**src/hdl/irn_pkg.sv**
```systemverilog
// Shared types and constants of the nearest-neighbor image rotator.
package irn_pkg;

   // Input item: pixel store or destination pixel fetch.
   typedef struct packed {
      logic        command;
      logic [8:0]  coord_x;
      logic [8:0]  coord_y;
      logic [31:0] pixel_in;
   } req_type;

   // Result item.
   typedef struct packed {
      logic [31:0] pixel_out;
      logic        inside_res;
      logic [9:0]  dest_width;
      logic [9:0]  dest_height;
   } rsp_type;

   // Saturated configuration and the derived destination geometry.
   typedef struct packed {
      logic signed [15:0] cos_q;
      logic signed [15:0] sin_q;
      logic [8:0]         src_w;
      logic [8:0]         src_h;
      logic [9:0]         dst_w;
      logic [9:0]         dst_h;
   } geo_type;

   // Classified item as it travels from the front end to the back end.
   // For a fetch, col and row hold the offsets from the destination center.
   typedef struct packed {
      logic [1:0]         op;
      logic signed [10:0] col;
      logic signed [10:0] row;
      logic [31:0]        pixel;
   } job_type;

   localparam logic [1:0] OP_EMPTY = 2'd0;
   localparam logic [1:0] OP_STORE = 2'd1;
   localparam logic [1:0] OP_FETCH = 2'd2;

   localparam logic CMD_WRITE = 1'b0;
   localparam logic CMD_READ  = 1'b1;

   localparam logic [1:0] CSR_COS    = 2'd0;
   localparam logic [1:0] CSR_SIN    = 2'd1;
   localparam logic [1:0] CSR_WIDTH  = 2'd2;
   localparam logic [1:0] CSR_HEIGHT = 2'd3;

   localparam logic signed [15:0] TRIG_ONE     = 16'sd16384;
   localparam logic signed [15:0] TRIG_NEG_ONE = -16'sd16384;
   localparam int                 FRAC_BITS    = 14;
   localparam int                 CEIL_BIAS    = 16383;

   localparam int QUEUE_DEPTH = 4;
   localparam int QPTR_BITS   = $clog2(QUEUE_DEPTH);
   localparam int QCOUNT_BITS = $clog2(QUEUE_DEPTH + 1);

endpackage

```
**src/hdl/irn_queue.sv**
```systemverilog
// Short first-in first-out queue between the front and back ends.
module irn_queue (
   input  logic                                 clock,
   input  logic                                 reset,
   input  logic                                 push,
   input  irn_pkg::job_type                     push_data,
   input  logic                                 pop,
   output logic                                 pop_valid,
   output irn_pkg::job_type                     pop_data,
   output logic [irn_pkg::QCOUNT_BITS-1:0]      count
);

   localparam logic [irn_pkg::QPTR_BITS-1:0]   LAST_SLOT =
      irn_pkg::QPTR_BITS'(irn_pkg::QUEUE_DEPTH - 1);
   localparam logic [irn_pkg::QCOUNT_BITS-1:0] FULL_COUNT =
      irn_pkg::QCOUNT_BITS'(irn_pkg::QUEUE_DEPTH);

   irn_pkg::job_type                   slots_ff [irn_pkg::QUEUE_DEPTH];
   logic [irn_pkg::QPTR_BITS-1:0]      wr_ptr_ff, rd_ptr_ff;
   logic [irn_pkg::QCOUNT_BITS-1:0]    count_ff;

   always_ff @(posedge clock) begin
      if (reset) begin
         wr_ptr_ff <= '0;
         rd_ptr_ff <= '0;
         count_ff  <= '0;
      end else begin
         if (push) begin
            wr_ptr_ff <= (wr_ptr_ff == LAST_SLOT) ? '0 : wr_ptr_ff + 1'b1;
         end
         if (pop) begin
            rd_ptr_ff <= (rd_ptr_ff == LAST_SLOT) ? '0 : rd_ptr_ff + 1'b1;
         end
         count_ff <= count_ff + irn_pkg::QCOUNT_BITS'(push) - irn_pkg::QCOUNT_BITS'(pop);
      end
   end

   always_ff @(posedge clock) begin
      if (push) begin
         slots_ff[wr_ptr_ff] <= push_data;
      end
   end

   assign pop_valid = (count_ff != '0);
   assign pop_data  = slots_ff[rd_ptr_ff];
   assign count     = count_ff;

`ifndef SYNTH
   a_no_overflow: assert property (@(posedge clock) disable iff (reset)
      push |-> (count_ff != FULL_COUNT))
      else $error("queue push while full");

   a_no_underflow: assert property (@(posedge clock) disable iff (reset)
      pop |-> (count_ff != '0))
      else $error("queue pop while empty");

   a_count_bound: assert property (@(posedge clock) disable iff (reset)
      count_ff <= FULL_COUNT)
      else $error("queue count beyond depth");
`endif

endmodule

```
**config.mk**
```make
export PLATFORM = sky130hd
export DESIGN_NAME = irn_queue
export DESIGN_NICKNAME = d
export VERILOG_FILES = /design/src/hdl/irn_pkg.sv /design/src/hdl/irn_queue.sv
export SDC_FILE = /design/constraint.sdc
export NUM_CORES = 1
export LEC_CHECK = 0
export ABC_CLOCK_PERIOD_IN_PS = 3600
export BUFFER_PORTS_ARGS = -buffer_cell sky130_fd_sc_hd__buf_2
export CELL_PAD_IN_SITES_DETAIL_PLACEMENT = 2
export CELL_PAD_IN_SITES_GLOBAL_PLACEMENT = 2
export CORE_MARGIN = 4
export CORE_UTILIZATION = 48
export DETAILED_ROUTE_END_ITERATION = 16
export PLACE_DENSITY = 0.9
export SYNTH_ARGS = -nofsm -noshare
export SYNTH_HDL_FRONTEND = slang
export SYNTH_SLANG_ARGS = --single-unit
```
**constraint.sdc**
```tcl
create_clock -name clock -period 3.6 [get_ports clock]
set_input_delay 0.72 -clock clock [delete_from_list [all_inputs] [get_ports clock]]
set_output_delay 0.72 -clock clock [all_outputs]
set_load 0.1 [all_outputs]
```
After elaboration in Yosys (flattened, before gate mapping)
Memories as Yosys holds them, arrays and structs flattened. A register that Yosys moved wholly into a read port is not among the register bits.
Index checks and enable logic that the tools add are counted.
Operators by class
  add/subtract/negate cells: 4
  multiply operators: 0
  divide/modulo/power cells: 0
  order comparisons: 0
  eq/ne operators: 2
  shift operators: 0
  muxes and demuxes: 6
  bitwise gates (word level): 0
  reduce and logical (&&, ||, !) cells: 1
Operator list (count)
  2-bit two-way mux: 4
  2-bit by 1-bit adder with 2-bit output (second input constant): 2
  2-bit == test (second input constant): 2
  3-bit by 1-bit adder with 3-bit output: 1
  3-bit nonzero test: 1
  3-bit by 1-bit subtractor with 3-bit output: 1
  1-bit two-way mux: 2
Storage, ports and cells
  flip-flop bits (word level): 7
  latch bits: 0
  bits in writable memories: 224
  ROM bits: 0
  output and inout port bits: 60
  memories kept: 1
Memory list
  slots_ff: words 4, bits a word 56, read ports 1, clocked after Yosys merged registers in 1, wr ports 1, line irn_queue.sv:18  | irn_pkg::job_type slots_ff [irn_pkg::QUEUE_DEPTH];

Logic depth before layout (Yosys ltp)
  depth in word-level cells: 4
  depth in mapped cells: 8
  gate-level depth less buffers: 8

Worst setup path after synthesis
OpenSTA, ideal clock, no wires.
  path kind: register to output
  start: register count_ff, in the netlist count[1]
  end: output port pop_valid
  arrival time: 1.822 ns
  data required time: 2.880 ns
  path slack: 1.058 ns
  cell stages (with the launch flop): 2
  buffers on the path: 0
  cells stage by stage: dfxtp_1 or3_1
On the way
  longest elaborated chain between the ends: 1
RTL lines
  from (decl): line irn_queue.sv:20  | logic [irn_pkg::QCOUNT_BITS-1:0] count_ff;
  from (signal assigned): line irn_queue.sv:34  | count_ff <= count_ff + irn_pkg::QCOUNT_BITS'(push) - irn_pkg::QCOUNT_BITS'(pop);
  3-bit nonzero test: line irn_queue.sv:44  | assign pop_valid = (count_ff != '0);
  to (decl): line irn_queue.sv:8  | output logic pop_valid,
No other way between the ends.

==> out/results.txt <==
crit path capture: pop_data[34]
sequential fraction of the synthesis area: 80.7%
Worst-path clk slew: 0.06 ns
endpoints failing setup: 0
DRC Markers: 0
WP data required: 2.88 ns
Boundary Pins: 120
Slew HR: 40.0%
Worst path max stage delay: 0.62 ns
Syn-to-layout area delta: 18.7%
delay-heaviest family, CP: buffers and inverters
via count: 4088
commonest non-fill, non-tap cell in the layout: edfxtp_1
FF-to-FF path depth: 3
worst-path cell with the longest stage delay: dfxtp_4
DR iter-0 viols: 314
clock skew: 0.0115 ns
Total Routed Length: 22500 um
Buffers & Inverters on Critical Path: 2
leakage power: 3.46 nW
largest net degree at the start of global routing: 57
row cnt: 48
clk sinks: 233
final hold viol count: 0
clk root buf: clkbuf_16
maximum VDD drop: 0.741 mV
gr ovfl total: 0
global-route wire length before repair: 32900 um
min Tclk post-route: 3.11 ns
initial antenna violation count: 3
worst hold path type: in -> reg
Yosys cell types: 20
Post-Syn Nets: 401
All-Layer GR Usage: 22.7%
crit end category: output pin
Critical Path Stages: 3
CP Class: reg -> out
Final nets: 537
clock latency on the worst-skew pair: 0.51 ns
Synth Cell Area: 8560 um^2
cells after synthesis: 333
# Post-CTS Setup Buffers: 0
DP HPWL: 13400 um
drt first pass iters: 4
Die Width: 142 um
r2r setup slk: 1.75 ns
Post-DRT Antenna Nets: 0
Ys Warns: 0
f_max: 321 MHz
Sum Neg Setup Slack: 0 ns
Port Buffers: 119
global placement routability congestion: 0.720
type of origin of the critical path: flip-flop
final core utilization: 58.5%
Pwr Density: 679 nW/um^2
crit path cell chain: buf_4 > mux4_2 > buf_2
unrepaired setup endpoints after global routing: false
post-CTS resize count: 0
Starting Density: 49.3%
layout cell share with drive strength beyond 1: 45.4%
detail-routed via count per cell: 5.73
worst hold slack: 0.430 ns
outcome: completed
Slew Limit Fails: 0
Reg2Reg Capture Point: slots_ff[1][46]$_DFFE_PP_
max_cap viols: 0
Post-CTS Hold Buffers: 0
DR WL/cell: 31.6 um
r2r startpoint: wr_ptr_ff[1]$_SDFFE_PP0P_
Die Area: 20000 um^2
crit path max fanout: 20
vias in the first global route: 4531
CP arrival: 2.39 ns
post-synthesis register bit count: 233
commonest cells after routing, fill and taps aside: edfxtp_1, buf_2, mux4_2
Inserted Clock Buffers: 24
Core Region: 17400 um^2
H-tree depth: 1
Slew @ Worst Pin: 0.899 ns
Die Height: 142 um
fin crit share: 86.5%
Mean Syn Cell Area: 25.7 um^2
CTS tree: done
clk buf depth: 3
## cell families after synthesis
logic type / Yosys count / share of synthesized area, %
flops: 233 / 80.7
buf+inv: 17 / 1.71
mux: 58 / 15.0
xor+xnor: 1 / 0.263
fa+ha+maj: 8 / 1.26
compound gates: 2 / 0.117
simple gates: 14 / 0.965
## layout make-up
cell class,count,area (um^2)
inverters,5,18.8
multi-input cells,83,1510
clock inverters,15,149
well taps,225,282
fillers,1373,7200
diodes,1,2.50
repair buffers,122,643
flip-flops and latches,233,6910
clock buffers,29,641
## flip-flops by register name, summed over array words and instances (netlist names), named ones only
signal,count
wr_ptr_ff,2
count,3
rd_ptr_ff,2
slots_ff,224
## synthesized netlist by cell type
cell / instances / area (um^2)
fa_1: 1 / 20.0
inv_1: 5 / 18.8
nor2b_1: 1 / 6.26
and2_1: 4 / 25.0
clkbuf_1: 1 / 3.75
mux4_2: 56 / 1260
a21oi_1: 2 / 10.0
buf_6: 1 / 11.3
nand2b_1: 2 / 12.5
buf_2: 5 / 25.0
buf_12: 4 / 80.1
or3b_2: 2 / 17.5
buf_4: 1 / 7.51
dfxtp_1: 9 / 180
ha_1: 7 / 87.6
edfxtp_1: 224 / 6730
or3_1: 1 / 6.26
xnor3_1: 1 / 22.5
nor2_1: 4 / 15.0
mux2i_1: 2 / 20.0
## worst min path at each step
stage / startpoint / end / slack, ns / cells past startpoint
final: push_data[53] / slots_ff[1][53]$_DFFE_PP_ / 0.43 / 1
after global routing: push_data[44] / slots_ff[2][44]$_DFFE_PP_ / 0.42 / 1
after CTS: push_data[35] / slots_ff[3][35]$_DFFE_PP_ / 0.41 / 1
after detailed placement: rd_ptr_ff[0]$_SDFFE_PP0P_ / flip-flop / 0.54 / 2
after global placement: rd_ptr_ff[0]$_SDFFE_PP0P_ / flip-flop / 0.48 / 2
after floorplan: rd_ptr_ff[0]$_SDFFE_PP0P_ / flip-flop / 0.47 / 2
## stage by stage
| step | setup slack [ns] | total power, mW | instances | area, um^2 |
|---|---|---|---|---|
| 3_3_place_gp | 1.01 | 4.38 | 668 | 9370 |
| 2_1_floorplan | 1.06 | 4.20 | 333 | 8560 |
| 4_1_cts | 0.407 | 6.97 | 712 | 10200 |
| 6_report | 0.488 | 6.90 | 713 | 10200 |
| 3_5_place_dp | 0.980 | 4.44 | 668 | 9370 |
| 5_1_grt | 0.348 | 7.12 | 712 | 10200 |
## where the power goes
part           internal [mW]  switching, mW  leakage (nW)
Combinational          0.251          0.971         0.943
Clock                   1.48           1.03         0.383
Sequential              3.10         0.0704          2.13
## worst register-to-register path, cell delays in order, from the launching register on
cell	delay (ns)
dfxtp_1	0.37
inv_1	0.13
ha_1	0.22
and2_4	0.75
## metal layers
layer	GRT usage, %	wire length (um)	up-vias	part of all wire (%)
li1	-	-	1685	-
met1	31.2	9380	2189	42
met2	38.2	11300	178	50
met3	5.16	1370	32	6.1
met4	4.29	414	4	1.8
met5	0	31	-	0.14
(Power assumes the default switching activity.)
