## config.mk

```make
export PLATFORM = sky130hd
export DESIGN_NAME = irn_cfg
export DESIGN_NICKNAME = d
export VERILOG_FILES = /design/src/hdl/irn_pkg.sv /design/src/hdl/irn_cfg.sv
export SDC_FILE = /design/constraint.sdc
export NUM_CORES = 2
export LEC_CHECK = 0
export CORE_ASPECT_RATIO = 0.8
export CORE_MARGIN = 3
export CORE_UTILIZATION = 45
export DETAILED_ROUTE_END_ITERATION = 7
export DONT_BUFFER_PORTS = 1
export SYNTH_ARGS = -nofsm -noshare
export SYNTH_HDL_FRONTEND = slang
export SYNTH_SLANG_ARGS = --single-unit
```

## constraint.sdc

```tcl
create_clock -name clock -period 10.3 [get_ports clock]
set_input_delay 1.545 -clock clock [delete_from_list [all_inputs] [get_ports clock]]
set_output_delay 1.545 -clock clock [all_outputs]
set_load 0.03 [all_outputs]
```

## src/hdl/irn_pkg.sv

```systemverilog
// Shared types and constants of the nearest-neighbor image rotator.
package irn_pkg;

   // Input item: pixel store or destination pixel fetch.
   typedef struct packed {
      logic        command;
      logic [8:0]  coord_x;
      logic [8:0]  coord_y;
      logic [31:0] pixel_in;
   } req_type;

   // Result item.
   typedef struct packed {
      logic [31:0] pixel_out;
      logic        inside_res;
      logic [9:0]  dest_width;
      logic [9:0]  dest_height;
   } rsp_type;

   // Saturated configuration and the derived destination geometry.
   typedef struct packed {
      logic signed [15:0] cos_q;
      logic signed [15:0] sin_q;
      logic [8:0]         src_w;
      logic [8:0]         src_h;
      logic [9:0]         dst_w;
      logic [9:0]         dst_h;
   } geo_type;

   // Classified item as it travels from the front end to the back end.
   // For a fetch, col and row hold the offsets from the destination center.
   typedef struct packed {
      logic [1:0]         op;
      logic signed [10:0] col;
      logic signed [10:0] row;
      logic [31:0]        pixel;
   } job_type;

   localparam logic [1:0] OP_EMPTY = 2'd0;
   localparam logic [1:0] OP_STORE = 2'd1;
   localparam logic [1:0] OP_FETCH = 2'd2;

   localparam logic CMD_WRITE = 1'b0;
   localparam logic CMD_READ  = 1'b1;

   localparam logic [1:0] CSR_COS    = 2'd0;
   localparam logic [1:0] CSR_SIN    = 2'd1;
   localparam logic [1:0] CSR_WIDTH  = 2'd2;
   localparam logic [1:0] CSR_HEIGHT = 2'd3;

   localparam logic signed [15:0] TRIG_ONE     = 16'sd16384;
   localparam logic signed [15:0] TRIG_NEG_ONE = -16'sd16384;
   localparam int                 FRAC_BITS    = 14;
   localparam int                 CEIL_BIAS    = 16383;

   localparam int QUEUE_DEPTH = 4;
   localparam int QPTR_BITS   = $clog2(QUEUE_DEPTH);
   localparam int QCOUNT_BITS = $clog2(QUEUE_DEPTH + 1);

endpackage

```

## src/hdl/irn_cfg.sv

```systemverilog
// Configuration registers and derived destination geometry of the rotator.
module irn_cfg #(
   parameter int MAX_WIDTH  = 256,
   parameter int MAX_HEIGHT = 256
) (
   input  logic              clock,
   input  logic              reset,
   input  logic              csr_write_en,
   input  logic [1:0]        csr_index,
   input  logic [15:0]       csr_wdata,
   output irn_pkg::geo_type  geo
);

   localparam int         W_CAP   = (MAX_WIDTH > 511) ? 511 : MAX_WIDTH;
   localparam int         H_CAP   = (MAX_HEIGHT > 511) ? 511 : MAX_HEIGHT;
   localparam logic [8:0] W_LIMIT = 9'(W_CAP);
   localparam logic [8:0] H_LIMIT = 9'(H_CAP);
   localparam logic [8:0] W_RESET = 9'((W_CAP < 256) ? W_CAP : 256);
   localparam logic [8:0] H_RESET = 9'((H_CAP < 256) ? H_CAP : 256);

   logic signed [15:0] cos_ff, cos_in;
   logic signed [15:0] sin_ff, sin_in;
   logic [8:0]         width_ff, width_in;
   logic [8:0]         height_ff, height_in;
   logic [14:0]        cos_abs, sin_abs;
   logic [23:0]        wc_ff, hs_ff, ws_ff, hc_ff;
   logic [24:0]        span_w, span_h;
   logic [10:0]        size_w, size_h;
   logic [9:0]         dst_w_ff, dst_h_ff;

   function automatic logic signed [15:0] sat_trig(input logic signed [15:0] raw);
      logic signed [15:0] v;
      v = raw;
      if (raw > irn_pkg::TRIG_ONE) begin
         v = irn_pkg::TRIG_ONE;
      end else if (raw < irn_pkg::TRIG_NEG_ONE) begin
         v = irn_pkg::TRIG_NEG_ONE;
      end
      return v;
   endfunction

   function automatic logic [8:0] sat_size(input logic [8:0] raw, input logic [8:0] cap);
      logic [8:0] v;
      v = raw;
      if (raw == 9'd0) begin
         v = 9'd1;
      end else if (raw > cap) begin
         v = cap;
      end
      return v;
   endfunction

   // Next values include reset so that the products below are right at the reset edge.
   always_comb begin
      cos_in    = cos_ff;
      sin_in    = sin_ff;
      width_in  = width_ff;
      height_in = height_ff;
      if (reset) begin
         cos_in    = irn_pkg::TRIG_ONE;
         sin_in    = '0;
         width_in  = W_RESET;
         height_in = H_RESET;
      end else if (csr_write_en) begin
         case (csr_index)
            irn_pkg::CSR_COS:    cos_in    = sat_trig($signed(csr_wdata));
            irn_pkg::CSR_SIN:    sin_in    = sat_trig($signed(csr_wdata));
            irn_pkg::CSR_WIDTH:  width_in  = sat_size(csr_wdata[8:0], W_LIMIT);
            irn_pkg::CSR_HEIGHT: height_in = sat_size(csr_wdata[8:0], H_LIMIT);
            default: ;
         endcase
      end
   end

   always_ff @(posedge clock) begin
      cos_ff    <= cos_in;
      sin_ff    <= sin_in;
      width_ff  <= width_in;
      height_ff <= height_in;
   end

   assign cos_abs = cos_in[15] ? 15'(-cos_in) : cos_in[14:0];
   assign sin_abs = sin_in[15] ? 15'(-sin_in) : sin_in[14:0];

   always_ff @(posedge clock) begin
      wc_ff <= 24'(width_in) * 24'(cos_abs);
      hs_ff <= 24'(height_in) * 24'(sin_abs);
      ws_ff <= 24'(width_in) * 24'(sin_abs);
      hc_ff <= 24'(height_in) * 24'(cos_abs);
   end

   // Round the Q14 extents up to whole pixels.
   assign span_w = 25'(wc_ff) + 25'(hs_ff) + 25'(irn_pkg::CEIL_BIAS);
   assign span_h = 25'(ws_ff) + 25'(hc_ff) + 25'(irn_pkg::CEIL_BIAS);
   assign size_w = span_w[24:irn_pkg::FRAC_BITS];
   assign size_h = span_h[24:irn_pkg::FRAC_BITS];

   always_ff @(posedge clock) begin
      dst_w_ff <= (size_w == 11'd0) ? 10'd1 : size_w[9:0];
      dst_h_ff <= (size_h == 11'd0) ? 10'd1 : size_h[9:0];
   end

   assign geo.cos_q = cos_ff;
   assign geo.sin_q = sin_ff;
   assign geo.src_w = width_ff;
   assign geo.src_h = height_ff;
   assign geo.dst_w = dst_w_ff;
   assign geo.dst_h = dst_h_ff;

endmodule

```

* After elaboration in Yosys (flattened, before gate mapping)
Cells that the tools add are included.
Word-level totals: bits in registers 166, input bits 21, output and inout bits 70, word-level logic and storage cells 48
Cells by class: add/subtract/negate cells 6, $mul 4, $lt $le $gt $ge 3, eq/ne operators 3, multiplexer cells 18, reductions and logical operators 4
Operator list (count):
- $mux 16 | 8
- $mul 9x15->24 | 4
- $mux 9 | 8
- $add 24x24->25 | 2
- $add 25x14->25 const B | 2
- $mux 15 | 2
- $neg 15->15 | 2
- $logic_not 11->1 | 2
- $gt 16x16->1 const B | 1
- $lt 16x15->1 const B | 1
- $gt 9x9->1 const B | 1
- $logic_not 9->1 | 1
- $eq 2x2->1 const B | 2
- $eq 2x1->1 const B | 1
- $logic_not 2->1 | 1

* Depth between registers and ports, before layout
depth in word-level cells 9, depth in mapped cells 32, gate-level depth less buffers 30

* Worst setup path before layout
OpenSTA, ideal clock, no wires.
path kind input to register, start input csr_wdata[5], end register hc_ff[23], setup time 0.121 ns, arrival 8.410 ns, slack 1.769 ns, stages on the path 31, buffers on the path 2, path through nor4_2 -> nand4_1 -> a21oi_4 -> and3_1 -> a21oi_1 -> or2_2 -> clkbuf_1 -> clkbuf_1 -> ha_1 -> and3b_1 -> nand2b_2 -> o21ai_1 -> xnor2_1 -> nand2_1 -> fa_1 -> inv_1 -> fa_1 -> fa_1 -> inv_1 -> fa_1 -> inv_1 -> ha_1 -> or2_2 -> and3_1 -> nand3_1 -> a31oi_1 -> o311a_1 -> o21ai_0 -> a21bo_2 -> a31oi_1 -> xnor2_1
Between the ends: word-level cells in the longest chain between the ends 9, elaborated cells on any way between the ends 17
RTL lines:
- start, declared | line irn_cfg.sv:10 | input logic [15:0] csr_wdata,
- $lt 16x15->1 | line irn_cfg.sv:36 | end else if (raw < irn_pkg::TRIG_NEG_ONE) begin
- $mux 16 | line irn_cfg.sv:36
- $mux 16
- $mux 16 | line irn_cfg.sv:65 | case (csr_index)
- $mux 16 | line irn_cfg.sv:64 | end else if (csr_write_en) begin
- $mux 16 | line irn_cfg.sv:59 | if (reset) begin
- $neg 15->15 | line irn_cfg.sv:82 | assign cos_abs = cos_in[15] ? 15'(-cos_in) : cos_in[14:0];
- $mux 15 | line irn_cfg.sv:82
- $mul 9x15->24 * | line irn_cfg.sv:89 | hc_ff <= 24'(height_in) * 24'(cos_abs);
- end signal, assigned | line irn_cfg.sv:89
- end, declared | line irn_cfg.sv:26 | logic [23:0] wc_ff, hs_ff, ws_ff, hc_ff;
Mark *: on every way between the ends. The rest lies on a longest branch, timed or not. A chain may end at the register's enable or synchronous reset.

* Worst setup path after layout
start input csr_wdata[13], end register hc_ff[20]
Between the ends: word-level cells in the longest chain between the ends 9, elaborated cells on any way between the ends 10
RTL lines (line):
- $lt 16x15->1 | irn_cfg.sv:36
- $mux 16 | irn_cfg.sv:36
- $mux 16 *
- $mux 16 * | irn_cfg.sv:65
- $mux 16 * | irn_cfg.sv:64
- $mux 16 * | irn_cfg.sv:59
- $neg 15->15 | irn_cfg.sv:82
- $mux 15 * | irn_cfg.sv:82
- $mul 9x15->24 * | irn_cfg.sv:89
Marked as above.

==> summary.txt <==
FINISH
------------------------------------------------------------------------------------------
Ratio of cells with drive above 1 in the final layout .......................       4.805%
Commonest cells after routing, fill and taps aside .......................... 604 x sky130_fd_sc_hd__inv_1, 423 x sky130_fd_sc_hd__nor2_1, 368 x sky130_fd_sc_hd__fa_1
Final Net Count .............................................................         3495
Leading cell type in the layout, fill and taps excluded ..................... sky130_fd_sc_hd__inv_1
Flip-flop and latch area ....................................................     3323 µm²
Final core area utilization .................................................       49.24%
Area of the multi-input gates ...............................................    17880 µm²
Synth-to-layout area growth .................................................       6.775%
Filler instances ............................................................         5063

TIMING
------------------------------------------------------------------------------------------
Max-Slew Margin vs Limit ....................................................       4.169%
Fin crit share ..............................................................       86.22%
Max Clk Rate ................................................................   0.1126 GHz
Final Critical Period .......................................................      8881 ps
Transition time at the pin with the least slew margin .......................      1427 ps
Setup total negative slack ..................................................         0 ps
Max-slew violation total from the final report ..............................            0
Finish-stage setup viols ....................................................            0
Unrepaired setup endpoints after global routing .............................           no
Worst Clk Skew ..............................................................     10.80 ps
Endpoints failing hold ......................................................            0
Minimum hold slack ..........................................................     712.2 ps

LOGIC SYNTHESIS
------------------------------------------------------------------------------------------
Top FF cell, synth .......................................................... sky130_fd_sc_hd__dfxtp_1
Count of yosys warnings during synthesis ....................................            0
Post-synth EDFFs ............................................................            0
Post-synthesis share of cell area spent on and, or, nand and nor gates ......       17.04%
Flip-flop and latch count after synthesis ...................................          166
Cell area after synthesis ...................................................    23830 µm²
Sequential fraction of the synthesis area ...................................       13.95%
Mux share of post-synthesis cell area .......................................      0.3361%
Top post-synthesis cells by area ............................................ sky130_fd_sc_hd__fa_1 31%, sky130_fd_sc_hd__ha_1 14%, sky130_fd_sc_hd__dfxtp_1 14%
Synthesized netlist cell count ..............................................         2845
Area share of xor/xnor cells in the synthesized design ......................       4.984%
Average size of a mapped cell ...............................................    8.374 µm²
Compound-Gate Fraction of Synth Area ........................................       7.609%
Share of synthesized cell area in full adder, half adder and majority cells .       45.00%
Synth area leader ........................................................... sky130_fd_sc_hd__fa_1
Top-area cell type share of the netlist area ................................       30.92%
Post-synthesis cell type count ..............................................           86
Share of async-settable or async-resettable flops after synthesis ...........           0%
Main combinational cell family by area after synthesis ......................  adder cells
Net Count, Synth ............................................................         3502

WORST SETUP PATH
------------------------------------------------------------------------------------------
Crit path kind ..............................................................    in -> reg
Worst setup EP type .........................................................    flip-flop
Sum of buffers and inverters on the critical path ...........................            4
CP peak stage delay .........................................................       540 ps
Kind of start point of the critical path ....................................    input pin
Cell with the largest stage delay on the worst path ......................... sky130_fd_sc_hd__fa_1
Top delay family on crit path ...............................................  adder cells
Count of cells along the worst register-to-register path ....................           28
CP Max Fanout ...............................................................           16
Depth of the critical timing path with buffers and inverters included .......           28
Most Frequent Cell on Critical Path ......................................... sky130_fd_sc_hd__fa_1
CP Data Arrival Time ........................................................      9300 ps
Required time reported for the critical path endpoint .......................     10710 ps

POWER AND IR DROP
------------------------------------------------------------------------------------------
Leak ........................................................................     13.30 nW
Worst IR drop on VDD ........................................................   0.09845 mV
Power Total .................................................................     1.831 mW
Cell area power density ..................................................... 71.96 nW/µm²

FLOORPLANNING
------------------------------------------------------------------------------------------
Count of pins on the block boundary .........................................           91
Initial Utilization .........................................................       46.12%
Vertical extent of the die ..................................................     211.8 µm
Core Region .................................................................    51660 µm²
Die Area ....................................................................    55760 µm²
Core Rows ...................................................................           74
Die X-Extent ................................................................     263.3 µm

GLOBAL ROUTING
------------------------------------------------------------------------------------------
Initial antenna violation count .............................................            2
Largest net degree at the start of global routing ...........................           41
Vias in the first global route ..............................................        19750
Grt total ovfl ..............................................................            0
Total global routing track utilization ......................................       26.18%
First-pass GRT wire length ..................................................    111000 µm

CLOCK NETWORK
------------------------------------------------------------------------------------------
Number of clock sinks .......................................................          166
Num CTS Buffers .............................................................           17
H-Tree Depth ................................................................            4
CTS tree ....................................................................          yes
Root buffer cell ............................................................ sky130_fd_sc_hd__clkbuf_16
Clock transition at path regs ...............................................        70 ps
Setup bufs post-CTS .........................................................            0
Clock latency on the worst-skew pair ........................................       480 ps
Hold-fix buffers at CTS .....................................................            0
Clock buffer depth ..........................................................            2
Resize count post-CTS .......................................................            0

DETAILED ROUTING
------------------------------------------------------------------------------------------
Antenna-violating nets left .................................................            0
Routed vias .................................................................        19080
Per-cell routed wire length .................................................     20.02 µm
Total Wirelength ............................................................     70770 µm
Residual DRC count ..........................................................            0
Starting DRC count in detailed routing ......................................         1707
Length of the first detailed-routing pass in iterations .....................            5
Via-per-instance ratio ......................................................        5.396

FLOW RUN
------------------------------------------------------------------------------------------
Max_cap viols ...............................................................            0

PLACEMENT
------------------------------------------------------------------------------------------
Count of buffers inserted at the top-level ports ............................            0
Routability congestion estimate .............................................       0.9959
Estimated wirelength of the detail-placed design ............................     58320 µm

MIN PATH
------------------------------------------------------------------------------------------
Class of the tightest hold or removal check .................................   reg -> reg
Hold Path Stages ............................................................            2

RUN STATUS
------------------------------------------------------------------------------------------
Run status .................................................................. finished clean

==> report_power, final <==
| group | internal, mW | switching (mW) |
|---|---|---|
| combinational | 0.130 | 0.229 |
| clock | 0.420 | 0.309 |
| sequential | 0.678 | 0.0650 |
| total | 1.23 | 0.603 |
==> sequential cells by signal, summed over array words and instances, names as in the netlist <==
register   count
cos_ff        16
dst_h_ff      10
dst_w_ff      10
hc_ff         24
height_ff      9
hs_ff         24
sin_ff        16
wc_ff         24
width_ff       9
ws_ff         24
==> final timing paths <==
path,startpoint,to,slack [ps]
max,csr_wdata[13],hc_ff[20],1420
min,sin_ff[8],sin_ff[8],710
max reg2reg,sin_ff[0],ws_ff[22],2570
min reg2reg,sin_ff[8],sin_ff[8],710
==> synth_stat cells, drive strengths merged, types with 10 or more instances <==
cell type	number
nor2b	22
nor2	433
dfxtp	166
ha	268
xor2	44
o21ai	46
a21o	19
or3	10
nand2b	22
o211ai	14
clkbuf	70
nor3	27
a21oi	81
buf	15
fa	368
a211oi	13
nand2	308
and2	16
o31ai	13
xnor2	89
and3	19
nand3	22
or2	14
a31oi	21
inv	605
nand4	11
==> worst register-to-register path, delay by kind of cell, from the launching register on <==
| kind | cells | cell delay (ps) |
|---|---|---|
| compound gates | 6 | 1580 |
| simple gates | 8 | 1730 |
| flops | 1 | 460 |
| fa+ha+maj | 6 | 2690 |
| buf+inv | 6 | 780 |
| xor+xnor | 2 | 400 |
==> area by class of cell <==
class,count,area share [%]
clock buffers,19,1.741
well taps,684,3.364
clock inverters,13,0.7968
flip-flops and latches,166,13.06
multi-input cells,1984,70.28
diodes,1,0.009837
repair buffers,59,1.741
inverters,610,9.001
==> cells by family (layout without fill, tap and decap cells) <==
kind of cell / after synthesis / in the layout
AOI/OAI and AO/OA: 269 / 269
other: 0 / 1
muxes: 8 / 8
buffers and inverters: 695 / 701
and+or+nand+nor: 938 / 938
DFF: 166 / 166
adders and majority gates: 636 / 636
xor gates and xnor gates: 133 / 133
==> metal layers <==
layer	up-vias	wire (µm)	track usage [%]
met5	-	133	1.520
met3	120	8985	11.74
met1	9477	30440	34.65
met4	4	1949	7.942
li1	8722	-	-
met2	758	29270	38.39
==> metrics by stage <==
step / area [µm²] / std cells / setup WS [ps]
floorplan: 23830 / 2845 / 1769
global placement: 24790 / 3503 / 1214
detailed placement: 24790 / 3503 / 1072
CTS: 25440 / 3535 / 1550
global route: 25440 / 3535 / 854.7
finish: 25440 / 3536 / 1419
Power figures use the tool's default switching activity.
