## config.mk

```make
export PLATFORM = sky130hd
export DESIGN_NAME = irn_front
export DESIGN_NICKNAME = d
export VERILOG_FILES = /design/src/hdl/irn_pkg.sv /design/src/hdl/irn_front.sv
export SDC_FILE = /design/constraint.sdc
export NUM_CORES = 1
export LEC_CHECK = 0
export BUFFER_PORTS_ARGS = -buffer_cell sky130_fd_sc_hd__buf_2
export CORE_ASPECT_RATIO = 1.75
export CORE_MARGIN = 2
export CORE_UTILIZATION = 48
export DETAILED_ROUTE_END_ITERATION = 8
export PLACE_DENSITY_LB_ADDON = 0.12
export SLEW_MARGIN = 0
export SYNTH_ARGS = -nofsm -noshare
export SYNTH_HDL_FRONTEND = slang
export SYNTH_SLANG_ARGS = --single-unit
```

## constraint.sdc

```tcl
create_clock -name clock -period 4.7 [get_ports clock]
set_clock_uncertainty 0.1 [all_clocks]
set_input_delay 0.235 -clock clock [delete_from_list [all_inputs] [get_ports clock]]
set_output_delay 0.235 -clock clock [all_outputs]
set_load 0.1 [all_outputs]
```

## src/hdl/irn_pkg.sv

```systemverilog
// Shared types and constants of the nearest-neighbor image rotator.
package irn_pkg;

   // Input item: pixel store or destination pixel fetch.
   typedef struct packed {
      logic        command;
      logic [8:0]  coord_x;
      logic [8:0]  coord_y;
      logic [31:0] pixel_in;
   } req_type;

   // Result item.
   typedef struct packed {
      logic [31:0] pixel_out;
      logic        inside_res;
      logic [9:0]  dest_width;
      logic [9:0]  dest_height;
   } rsp_type;

   // Saturated configuration and the derived destination geometry.
   typedef struct packed {
      logic signed [15:0] cos_q;
      logic signed [15:0] sin_q;
      logic [8:0]         src_w;
      logic [8:0]         src_h;
      logic [9:0]         dst_w;
      logic [9:0]         dst_h;
   } geo_type;

   // Classified item as it travels from the front end to the back end.
   // For a fetch, col and row hold the offsets from the destination center.
   typedef struct packed {
      logic [1:0]         op;
      logic signed [10:0] col;
      logic signed [10:0] row;
      logic [31:0]        pixel;
   } job_type;

   localparam logic [1:0] OP_EMPTY = 2'd0;
   localparam logic [1:0] OP_STORE = 2'd1;
   localparam logic [1:0] OP_FETCH = 2'd2;

   localparam logic CMD_WRITE = 1'b0;
   localparam logic CMD_READ  = 1'b1;

   localparam logic [1:0] CSR_COS    = 2'd0;
   localparam logic [1:0] CSR_SIN    = 2'd1;
   localparam logic [1:0] CSR_WIDTH  = 2'd2;
   localparam logic [1:0] CSR_HEIGHT = 2'd3;

   localparam logic signed [15:0] TRIG_ONE     = 16'sd16384;
   localparam logic signed [15:0] TRIG_NEG_ONE = -16'sd16384;
   localparam int                 FRAC_BITS    = 14;
   localparam int                 CEIL_BIAS    = 16383;

   localparam int QUEUE_DEPTH = 4;
   localparam int QPTR_BITS   = $clog2(QUEUE_DEPTH);
   localparam int QCOUNT_BITS = $clog2(QUEUE_DEPTH + 1);

endpackage

```

## src/hdl/irn_front.sv

```systemverilog
// Front end: accepts items, checks bounds and centers destination coordinates.
module irn_front #(
   parameter int MAX_WIDTH  = 256,
   parameter int MAX_HEIGHT = 256
) (
   input  logic                                 clock,
   input  logic                                 reset,
   input  logic                                 req_valid,
   output logic                                 req_stall,
   input  irn_pkg::req_type                     req_data,
   input  irn_pkg::geo_type                     geo,
   input  logic [irn_pkg::QCOUNT_BITS-1:0]      queue_count,
   output logic                                 push_valid,
   output irn_pkg::job_type                     push_data
);

   localparam logic [12:0] STORE_W = 13'(MAX_WIDTH);
   localparam logic [12:0] STORE_H = 13'(MAX_HEIGHT);

   logic             accept;
   logic [3:0]       pending;
   logic             a_valid_ff;
   irn_pkg::req_type a_item_ff;
   logic             b_valid_ff;
   irn_pkg::job_type b_job_ff, b_job_in;

   // Items already in the front stages hold a queue slot in advance.
   assign pending   = 4'(queue_count) + 4'(a_valid_ff) + 4'(b_valid_ff);
   assign req_stall = reset || (pending >= 4'(irn_pkg::QUEUE_DEPTH));
   assign accept    = req_valid && !req_stall;

   always_comb begin
      b_job_in.op    = irn_pkg::OP_EMPTY;
      b_job_in.col   = $signed({2'b00, a_item_ff.coord_x});
      b_job_in.row   = $signed({2'b00, a_item_ff.coord_y});
      b_job_in.pixel = a_item_ff.pixel_in;
      if (a_item_ff.command == irn_pkg::CMD_WRITE) begin
         if (({4'b0, a_item_ff.coord_x} < STORE_W) && ({4'b0, a_item_ff.coord_y} < STORE_H)) begin
            b_job_in.op = irn_pkg::OP_STORE;
         end
      end else if (({1'b0, a_item_ff.coord_x} < geo.dst_w) &&
                   ({1'b0, a_item_ff.coord_y} < geo.dst_h)) begin
         b_job_in.op  = irn_pkg::OP_FETCH;
         b_job_in.col = $signed({2'b00, a_item_ff.coord_x}) - $signed({2'b00, geo.dst_w[9:1]});
         b_job_in.row = $signed({2'b00, a_item_ff.coord_y}) - $signed({2'b00, geo.dst_h[9:1]});
      end
   end

   always_ff @(posedge clock) begin
      if (reset) begin
         a_valid_ff <= 1'b0;
         b_valid_ff <= 1'b0;
      end else begin
         a_valid_ff <= accept;
         b_valid_ff <= a_valid_ff;
      end
   end

   always_ff @(posedge clock) begin
      if (accept) begin
         a_item_ff <= req_data;
      end
      if (a_valid_ff) begin
         b_job_ff <= b_job_in;
      end
   end

   assign push_valid = b_valid_ff;
   assign push_data  = b_job_ff;

endmodule

```

=== Word level (Yosys, flattened, before mapping) ===
Cells that the tools add are included.
Widths: inputs -> output; s select.

* Add/sub/neg operators: 4
* Magnitude comparators: 5
* Mux-type cells: 4
* Reduce and logical (&&, ||, !) cells: 6

{| class="wikitable"
|+ Operators with widths
! cell !! number
|-
| $mux 24 || 1
|-
| $lt 9x10->1 || 2
|-
| $mux 20 || 1
|-
| $sub 9x9->10 || 2
|-
| $lt 9x9->1 const B || 2
|-
| $add 3x1->4 || 1
|-
| $add 4x1->4 || 1
|-
| $ge 4x3->1 const B || 1
|-
| $logic_and 1x1->1 || 3
|-
| $mux 2 || 1
|-
| $reduce_and 2->1 || 1
|-
| $logic_not 1->1 || 1
|-
| $logic_or 1x1->1 || 1
|-
| $mux 1 || 1
|}

* Flip-flop bits (word level): 109
* Input bits: 127
* Output and inout port bits: 58
* Word-level logic and storage cells: 31

=== Logic depth before layout (Yosys ltp) ===
Gate-level depths: netlist of run 1.

* Depth after elaboration: 6
* Depth in mapped cells: 10

=== Worst setup path before layout of run 1 ===
No wires, ideal clock.

* Path kind: register -> register
* Start point: register b_valid_ff, in the netlist push_valid
* End point: register a_item_ff[0] (netlist bit), enable pin
* Data arrival time: 4.428 ns
* Path slack: -0.288 ns
* Stages on the path, launching flop included: 5
* Period minus slack after synthesis: 4.988 ns
* Cells stage by stage: dfxtp_1 -> ha_1 -> a21o_1 -> a211o_1 -> nor2_1

* Word-level cells in the longest chain between the ends: 5

{| class="wikitable"
|+ Ends and longest elaborated chain
! element !! line !! text
|-
| from (decl) || irn_front.sv:24 || <nowiki>logic b_valid_ff;</nowiki>
|-
| from (signal assigned) || irn_front.sv:55 || <nowiki>b_valid_ff <= a_valid_ff;</nowiki>
|-
| $add 4x1->4 || irn_front.sv:28 || <nowiki>assign pending = 4'(queue_count) + 4'(a_valid_ff) + 4'(b_valid_ff);</nowiki>
|-
| $ge 4x3->1 || irn_front.sv:29 || <nowiki>assign req_stall = reset || (pending >= 4'(irn_pkg::QUEUE_DEPTH));</nowiki>
|-
| $logic_or 1x1->1 || irn_front.sv:29 ||
|-
| named net req_stall || irn_front.sv:9 || <nowiki>output logic req_stall,</nowiki>
|-
| $logic_not 1->1 || irn_front.sv:30 || <nowiki>assign accept = req_valid && !req_stall;</nowiki>
|-
| $logic_and 1x1->1 || irn_front.sv:30 ||
|-
| named net accept || irn_front.sv:20 || <nowiki>logic accept;</nowiki>
|-
| to (signal assigned) || irn_front.sv:61 || <nowiki>a_item_ff <= req_data;</nowiki>
|-
| to (decl) || irn_front.sv:23 || <nowiki>irn_pkg::req_type a_item_ff;</nowiki>
|}

The timed path passes the listed nets, and every way through them passes these cells.
A chain may end at the register's enable or synchronous reset.

=== Worst setup path after layout of run 1 ===
* Start point: register b_valid_ff, in the netlist push_valid
* End point: register a_item_ff[48] (netlist bit), enable pin

* Word-level cells in the longest chain between the ends: 5

{| class="wikitable"
|+ Ends and longest elaborated chain
! element !! line
|-
| $add 4x1->4 || irn_front.sv:28
|-
| $ge 4x3->1 || irn_front.sv:29
|-
| $logic_or 1x1->1 || irn_front.sv:29
|-
| $logic_not 1->1 || irn_front.sv:30
|-
| $logic_and 1x1->1 || irn_front.sv:30
|-
| named net accept || irn_front.sv:20
|}

The timed path passes the listed nets, and every way through them passes these cells.

==> summary.txt, run 1 <==
Status
  – Status: finished clean

Clock network
  – TritonCTS clock tree: done
  – Clock buffer depth: 2
  – Post-CTS Setup Inserts: 0
  – Clk slew on worst S/H paths: 70 ps
  – Worst-skew pair later-pin latency: 340 ps
  – Hold buffers post-CTS: 52
  – Total clock sinks: 107
  – CTS H-tree lvls: 3
  – # resized after CTS: 0
  – Number of buffers created by CTS: 9
  – Root Driver: clkbuf_16

Floorplan
  – Starting Density: 49.1%
  – Die Height: 134 microns
  – Die area: 0.0104 sq mm
  – IO Count: 185
  – Core footprint: 0.00941 sq mm
  – Number of cell rows: 47
  – Die X: 78.1 microns

Power and ir drop
  – Combinational share of power: 15.0%
  – Lkg Pwr: 2.68 nW
  – Sw Pwr: 0.571 mW
  – Clock Power Share: 34.4%
  – Seq pwr share: 50.6%
  – Power per cell area: 345 mW/mm^2
  – Sw frac: 26.5%
  – Max IR drop VDD: 0.316 mV
  – Overall power: 2.15 mW
  – Int Pwr: 1.58 mW

Detailed routing
  – DRT Pass-1 Iters: 4
  – ANT nets after route: 0
  – Drt first-iter violations: 64
  – Final wirelength: 9.12 mm
  – DRC violations left: 0
  – Drt wl/cell: 15.2 microns
  – Via density: 4.84
  – Vias post-DR: 2897

Global route
  – Vias in the first global route: 3199
  – Largest net degree at the start of global routing: 56
  – First-pass GRT wire length: 14.6 mm
  – Initial antenna violation count: 0
  – Gr usage total: 18.4%
  – Grt total ovfl: 0

Setup path
  – Critical Path Sink Type: register
  – Critical-path cell list: ha_1 > a21o_1 > a211o_1 > nor2_4 > buf_4
  – Crit path max fanout: 37
  – Crit path max-delay family: simple AND/OR/NAND/NOR gates
  – Crit path kind: reg -> reg
  – Worst path bufs/invs: 1
  – Setup crit start kind: register
  – CP max-delay cell: nor2_4
  – Reg2Reg Setup Slack: 1990 ps
  – Worst EP required: 4620 ps
  – Max incr delay on CP: 790 ps
  – CP arrival: 2640 ps

Finish
  – Layout cells sized above 1: 36.1%
  – Fin cells: 598
  – Core Util, Final: 66.3%
  – Nets@finish: 635
  – Area Growth Syn to Fin: 35.1%
  – Antenna fix cells: 0

Logic synthesis
  – Yosys top cell area share: 68.3%
  – Most instantiated library cell after synthesis: edfxtp_1
  – Synth unique cells: 38
  – Ys flop type: edfxtp_1
  – #FFs+latches synth: 107
  – Post-synth EDFFs: 105
  – Cell Area, Synth: 0.00462 sq mm
  – Syn avg cell area: 16.7 sq um
  – Post-synth top cells: 105 x edfxtp_1, 35 x ha_1, 24 x inv_1
  – Synth area leader: edfxtp_1
  – Syn_nets: 440
  – Synth area leaders: edfxtp_1 68%, ha_1 9.5%, mux2_4 4.6%
  – Synthesized instance count: 276
  – FFs w/ async S/R, synth: 0%
  – Yosys warning count: 0
  – Sequential area share after synthesis: 69.2%

Timing
  – Fmax: 0.369 GHz
  – Final worst slack: 1990 ps
  – RSZ-0062 raised after global routing: false
  – Tcrit/Tclk final: 57.7%
  – Min cycle time layout: 2710 ps
  – Slew Limit Fails: 0
  – Setup violators final: 0
  – Measured slew at the worst slew-check pin: 1030 ps
  – Slew HR: 31.1%
  – Final setup TNS: 0 ps
  – Fin. Hold Viols: 0

Flow run
  – Max cap viols: 0

Place
  – Buffers added on ports: 134
  – Dpl ws: 1900 ps
  – Placed cell count: 530
  – Final GP Congestion: 0.782
  – HPWL Detailed: 5.96 mm

Min path
  – Worst hold path type: in -> reg
## power groups by stage
stage	combinational [mW]	sequential (mW)	clock (mW)
after floorplan	0.121	1.21	0
after global placement	0.285	1.11	0
after detailed placement	0.290	1.11	0
after CTS	0.324	1.09	0.764
after global routing	0.349	1.09	0.796
final	0.324	1.09	0.742
## cells in the final DEF, fill, tap and decap left out, types with 2 or more instances in the layout
cell type	n
and3_1	2
nor2_1	5
clkbuf_16	9
mux2_4	14
a21oi_1	13
o21ai_0	5
nand4_1	2
nand3_1	2
buf_4	2
ha_1	35
inv_8	4
xnor2_1	5
o31a_1	2
mux2i_1	3
xor2_1	9
nor3_1	2
a21o_1	6
nand2_1	4
nor2b_1	5
buf_2	134
inv_1	24
nand2b_1	3
o21ai_1	6
edfxtp_1	105
inv_2	2
dlygate4sd3_1	52
fa_1	2
## area by class of cell
type / instances / area, sq um
Tap cell: 122 / 153
Fill cell: 717 / 3170
Sequential cell: 107 / 3190
Timing Repair Buffer: 188 / 1210
Multi-Input combinational cell: 139 / 1290
Clock buffer: 10 / 229
Inverter: 26 / 97.6
Clock inverter: 6 / 62.6
## registers in the layout (all words and copies together) (netlist names)
register and flops:
a_valid_ff 1, push_data 54, a_item_ff 51, push_valid 1
## final timing paths
check	start	end	cells after the start
worst min register to register	a_item_ff[18]	push_data[18]	0
worst max register to register	push_valid	a_item_ff[48]	5
worst min-delay path	req_valid	a_valid_ff	3
worst max-delay path	push_valid	a_item_ff[48]	5
## cells by family (layout without fill, tap and decap cells)
group | count (synthesis) | count (layout) | share of synthesized area [%]
AO/OA/AOI/OAI | 41 | 41 | 5.99
XOR/XNOR | 14 | 14 | 2.66
buffers and inverters | 30 | 230 | 2.93
adder cells (fa/ha/maj) | 37 | 37 | 10.4
multiplexers | 18 | 18 | 5.45
AND/OR/NAND/NOR | 29 | 29 | 3.44
flip-flops | 107 | 107 | 69.2
## metrics by stage
step	area, sq um	hold slack, ps
after floorplan	4620	207
after global placement	5430	301
final	6240	56.8
after CTS	6240	43.2
after detailed placement	5430	305
after global routing	6240	102
## per-layer routing
layer / track usage (%) / up-vias / part of all wire (%)
met2: 34.3 / 93 / 57
met3: 4.54 / 9 / 5.4
met4: 7.60 / 0 / 1.6
met5: 0 / - / 0
li1: - / 1425 / -
met1: 19.4 / 1370 / 36
## worst reg2reg max path: stages, from the launching register on
cell and delay (ps):
dfxtp_1 320, ha_1 270, a21o_1 150, a211o_1 340, nor2_4 790, buf_4 420
Note: power is estimated with default switching activity, not from simulation.
==> inputs of run 2 (changes only) <==
==> constraint.sdc (replaced) <==
create_clock -name clock -period 2.62 [get_ports clock]
set_clock_uncertainty 0.1 [all_clocks]
set_input_delay 0.131 -clock clock [delete_from_list [all_inputs] [get_ports clock]]
set_output_delay 0.131 -clock clock [all_outputs]
set_load 0.1 [all_outputs]
==> summary.txt, run 2 (synthesis gave the netlist of run 1 again) <==
Status
  – Status: finished clean

Finish
  – FF/Latch Area: 0.00320 sq mm
  – Largest register FFs: 54
  – Fin cells: 614
  – Nets@finish: 651
  – Layout cells sized above 1: 40.0%
  – Antenna fix cells: 0
  – Commonest non-fill, non-tap cell in the layout: buf_2
  – Most frequent cells in the layout: 134 x buf_2, 105 x edfxtp_1, 55 x dlygate4sd3_1
  – Area Growth Syn to Fin: 40.7%
  – Multi-input gate area: 0.00137 sq mm
  – Final Cell Area: 0.00649 sq mm
  – Core Util, Final: 69.0%
  – Filler instances: 666

Setup path
  – Crit path kind: reg -> reg
  – Setup crit start kind: register
  – Crit path max-delay family: simple AND/OR/NAND/NOR gates
  – Max incr delay on CP: 550 ps
  – Critical Path Sink Type: register
  – Worst EP required: 2620 ps
  – Critical-path cell list: ha_4 > a21o_1 > a21oi_1 > o22ai_1 > or4_4 > clkbuf_16 > mux2_4
  – CP arrival: 2540 ps
  – Worst path bufs/invs: 1
  – CP max-delay cell: or4_4
  – Crit path max fanout: 9
  – Reg2Reg Setup Slack: 80 ps

Floorplan
  – Die Height: 134 microns
  – IO Count: 185
  – Number of cell rows: 47
  – Core footprint: 0.00941 sq mm
  – Die X: 78.1 microns
  – Starting Density: 49.1%
  – Die area: 0.0104 sq mm

Detailed routing
  – Drt wl/cell: 15.3 microns
  – Via density: 4.91
  – Vias post-DR: 3016
  – Drt first-iter violations: 56
  – ANT nets after route: 0
  – DRC violations left: 0
  – DRT Pass-1 Iters: 4
  – Final wirelength: 9.38 mm

Power and ir drop
  – Max IR drop VDD: 0.499 mV
  – Overall power: 3.90 mW
  – Lkg Pwr: 2.78 nW
  – Power per cell area: 600 mW/mm^2

Timing
  – Setup violators final: 0
  – Slew HR: 52.6%
  – Measured slew at the worst slew-check pin: 711 ps
  – RSZ-0062 raised after global routing: false
  – Min cycle time layout: 2540 ps
  – Slew Limit Fails: 0
  – Fin. Hold Viols: 0
  – Tcrit/Tclk final: 96.8%
  – Final Hold Slack: 125 ps
  – Fmax: 0.394 GHz

Min path
  – Worst hold path type: in -> reg

Clock network
  – TritonCTS clock tree: done
  – Root Driver: clkbuf_16
  – Clock buffer depth: 2
  – Worst-skew pair later-pin latency: 350 ps
  – Clk slew on worst S/H paths: 80 ps
  – CTS H-tree lvls: 3
  – Total clock sinks: 107
  – Number of buffers created by CTS: 9

Place
  – Final GP Congestion: 0.793
  – Placed cell count: 537
  – Buffers added on ports: 134
  – HPWL Detailed: 6.03 mm
  – Area of placed instances: 0.00552 sq mm

Global route
  – Initial antenna violation count: 0
  – Vias in the first global route: 3165
  – Largest net degree at the start of global routing: 56
  – Gr usage total: 18.2%
  – First-pass GRT wire length: 14.5 mm
  – Grt total ovfl: 0

Flow run
  – Max cap viols: 0
run 2: changes by cell type in the layout (fill, tap and decap cells not counted), moves of 2 or more:
cell / before / now
a21oi_1: 13 / 9
a21oi_2: 0 / 4
buf_4: 2 / 12
clkbuf_16: 9 / 11
dlygate4sd3_1: 52 / 55
ha_1: 35 / 32
ha_4: 0 / 3
inv_8: 4 / 2
run 2: worst paths after layout:
check                                   start             to  cells past startpoint
worst max-delay path            a_item_ff[48]  push_data[47]                      7
worst min register to register  a_item_ff[14]  push_data[14]                      0
worst min-delay path                   geo[1]  push_data[32]                      3
worst max register to register  a_item_ff[48]  push_data[47]                      7
run 2: cell type report:
cell class / instances / share of cell area, %
flip-flops and latches: 107 / 49.2
repair buffers: 204 / 21.3
multi-input cells: 139 / 21.1
clock buffers: 9 / 3.47
well taps: 122 / 2.35
inverters: 26 / 1.50
clock inverters: 7 / 1.06
run 2: worst min-delay path, cell delays in order:
cell	delay, ps
buf_2	90
ha_1	120
mux2i_1	50
run 2: per-layer routing:
metal | vias up | global-route usage, % | wire, microns
met5 | - | 0 | 0
met4 | 0 | 7.99 | 199
met3 | 12 | 5.76 | 603
met2 | 106 | 32.7 | 5170
met1 | 1442 | 19.1 | 3400
li1 | 1456 | - | -
run 2: power breakdown:
group          internal (mW)  total [mW]  leakage, nW  switching, mW
Sequential              1.94        1.95        0.982         0.0161
Clock                  0.672        1.32        0.145          0.650
Combinational          0.253       0.623         1.65          0.370
Total                   2.86        3.90         2.78           1.04
run 2: metrics by stage:
stage / setup WS, ps / setup TNS, ps
floorplan: -117 / -5990
global route: 12.9 / 0
detailed placement: 38.1 / 0
finish: 83.4 / 0
global placement: 25.3 / 0
CTS: 25.3 / 0
run 2: timing repair:
item / in CTS / in global routing
endpoints found under the hold margin: 53 / 0
setup endpoints to repair: 0 / 17
setup buffers: 0 / 4
hold buffers: 55 / 0
gates resized for setup: 0 / 10
==> inputs of run 3 (changes only) <==
--- a/config.mk
+++ b/config.mk
@@ -5,10 +5,11 @@
 export SDC_FILE = /design/constraint.sdc
 export NUM_CORES = 1
 export LEC_CHECK = 0
+export ABC_AREA = 1
 export BUFFER_PORTS_ARGS = -buffer_cell sky130_fd_sc_hd__buf_2
 export CORE_ASPECT_RATIO = 1.75
 export CORE_MARGIN = 2
-export CORE_UTILIZATION = 48
+export CORE_UTILIZATION = 49
 export DETAILED_ROUTE_END_ITERATION = 8
 export PLACE_DENSITY_LB_ADDON = 0.12
 export SLEW_MARGIN = 0
==> summary.txt, run 3 <==
Detailed routing
  – DRT Pass-1 Iters: 4
  – Final wirelength: 10.7 mm
  – Drt first-iter violations: 136
  – ANT nets after route: 0
  – Via density: 4.81
  – Drt wl/cell: 14.1 microns
  – Vias post-DR: 3648
  – DRC violations left: 0

Finish
  – Commonest non-fill, non-tap cell in the layout: buf_2
  – Layout cells sized above 1: 27.1%
  – Antenna fix cells: 0
  – Fin cells: 759
  – Largest register FFs: 54
  – Area Growth Syn to Fin: 34.4%
  – Nets@finish: 793
  – Most frequent cells in the layout: 134 x buf_2, 122 x nand2_1, 105 x edfxtp_1

Clock network
  – Post-CTS Setup Inserts: 0
  – Worst-skew pair later-pin latency: 340 ps
  – Root Driver: clkbuf_16
  – CTS H-tree lvls: 3
  – Clock buffer depth: 2
  – # resized after CTS: 0
  – Total clock sinks: 107
  – Number of buffers created by CTS: 9
  – Clk slew on worst S/H paths: 80 ps
  – Hold buffers post-CTS: 54
  – TritonCTS clock tree: done

Logic synthesis
  – Synthesized instance count: 433
  – Cell Area, Synth: 0.00496 sq mm
  – Post-synth top cells: 122 x nand2_1, 105 x edfxtp_1, 61 x inv_1
  – Synth area leader: edfxtp_1
  – Synth area leaders: edfxtp_1 64%, nand2_1 9.2%, ha_1 8.8%
  – Compound-Gate Fraction of Synth Area: 3.48%
  – Main combinational cell family by area after synthesis: simple AND/OR/NAND/NOR gates
  – Post-synth EDFFs: 105
  – Adder-cell share of the synthesized area: 9.63%
  – Yosys warning count: 0
  – Most instantiated library cell after synthesis: nand2_1
  – Yosys top cell area share: 63.5%
  – Synth unique cells: 29
  – Synth Area in XOR/XNOR: 1.06%
  – Syn avg cell area: 11.5 sq um
  – Sequential area share after synthesis: 64.3%
  – Mux cell area share after synthesis: 0%
  – FFs w/ async S/R, synth: 0%
  – #FFs+latches synth: 107
  – Syn_nets: 597
  – Synth Area in Simple Gates: 15.4%
  – Ys flop type: edfxtp_1

Floorplan
  – Core footprint: 0.00985 sq mm
  – IO Count: 185
  – Starting Density: 50.4%
  – Number of cell rows: 48
  – Die X: 80.1 microns
  – Die Height: 137 microns
  – Die area: 0.0110 sq mm

Setup path
  – CP Launch Point: a_item_ff[37]
  – Worst path bufs/invs: 1
  – Crit path kind: reg -> reg
  – CP max-delay cell: edfxtp_1
  – Worst EP required: 2610 ps
  – CP arrival: 2190 ps
  – Setup crit start kind: register
  – Most used cell, CP: nand2_1
  – Max incr delay on CP: 460 ps
  – Crit path max fanout: 30
  – Crit path max-delay family: simple AND/OR/NAND/NOR gates
  – RR Startpoint: a_item_ff[37]
  – Critical-path cell list: ha_1 > nand2_1 > inv_1 > a21oi_2 > nand2_2 > nand2_4 > nand3_4 > nand2_1 > o21ai_1
  – Critical Path Sink Type: register

Min path
  – Worst hold path type: in -> reg
  – Worst hold path startpoint: geo[1]

Power and ir drop
  – Max IR drop VDD: 0.463 mV
  – Lkg Pwr: 3.08 nW
  – Power per cell area: 604 mW/mm^2

Place
  – Dpl ws: 406 ps
  – Final GP Congestion: 0.868
  – Placed cell count: 689
  – HPWL Detailed: 7.50 mm
  – Buffers added on ports: 134

Global route
  – First-pass GRT wire length: 16.8 mm
  – Grt total ovfl: 0
  – Gr usage total: 20.4%
  – Initial antenna violation count: 0
  – Largest net degree at the start of global routing: 56
  – Vias in the first global route: 3755

Timing
  – Fmax: 0.454 GHz
  – Min cycle time layout: 2200 ps
  – Slew HR: 50.9%
  – Setup violators final: 0
  – Slew Limit Fails: 0
  – Final setup TNS: 0 ps
  – Fin. Hold Viols: 0
  – Tcrit/Tclk final: 84.1%
  – RSZ-0062 raised after global routing: false
  – Measured slew at the worst slew-check pin: 736 ps
  – Final worst slack: 418 ps

Status
  – Status: finished clean

Flow run
  – Max cap viols: 0
==> run 3: cell count changes after synthesis, moves of 4 or more <==
cell     change
mux2_4      -14
nor2_1      +14
a21o_1       -4
o21ai_0      -4
inv_1       +37
nand4_1      +4
nand2_1    +118
nor2b_1      -5
xor2_1       -6
nand3_1     +22
==> run 3: worst min-delay path, delay by kind of cell <==
family,cells,cell delay (ps)
adder cells (fa/ha/maj),1,130
buffers and inverters,1,100
AO/OA/AOI/OAI,1,60
==> run 3: where the power goes <==
group	switching (mW)	internal (mW)
sequential	0.0172	1.94
clock	0.663	0.783
combinational	0.418	0.213
==> run 3: metal layers <==
layer | track usage [%] | share of wire (%) | routed length [microns]
met1 | 20.3 | 35 | 3730
met2 | 39.5 | 58 | 6160
met3 | 4.75 | 5.0 | 535
met4 | 7.82 | 2.6 | 274
met5 | 0 | 0 | 0
==> run 3: kinds of logic (layout without fill, tap and decap cells) <==
logic type	after synthesis	after routing
and+or+nand+nor	182	182
buffers and inverters	72	273
xor gates and xnor gates	6	6
DFF	107	107
AOI/OAI and AO/OA	29	29
adders and majority gates	37	37
==> run 3: path summary, 6_finish.rpt <==
| kind | cells past startpoint | end | slack (ps) |
|---|---|---|---|
| worst max-delay path | 9 | push_data[43] | 420 |
| worst min-delay path | 3 | push_data[32] | 140 |
| worst max register to register | 9 | push_data[43] | 420 |
| worst min register to register | 0 | push_data[31] | 320 |
==> run 3: per-stage QoR <==
step / power (mW) / utilization (%) / area (sq um) / hold WS [ps]
final: 4.03 / 67.7 / 6670 / 139
after global routing: 4.19 / 67.7 / 6670 / 138
after CTS: 4.07 / 67.7 / 6670 / 125
after detailed placement: 2.56 / 58.9 / 5800 / 198
after global placement: 2.55 / 58.9 / 5800 / 193
after floorplan: 2.42 / - / 4990 / 93.7
==> run 3: final cells by class <==
| cell class | instances | area [sq um] |
|---|---|---|
| Tap cell | 125 | 156 |
| Clock inverter | 7 | 103 |
| Sequential cell | 107 | 3200 |
| Timing Repair Buffer | 190 | 1240 |
| Multi-Input combinational cell | 254 | 1490 |
| Clock buffer | 9 | 225 |
| Fill cell | 788 | 3180 |
| Inverter | 67 | 256 |
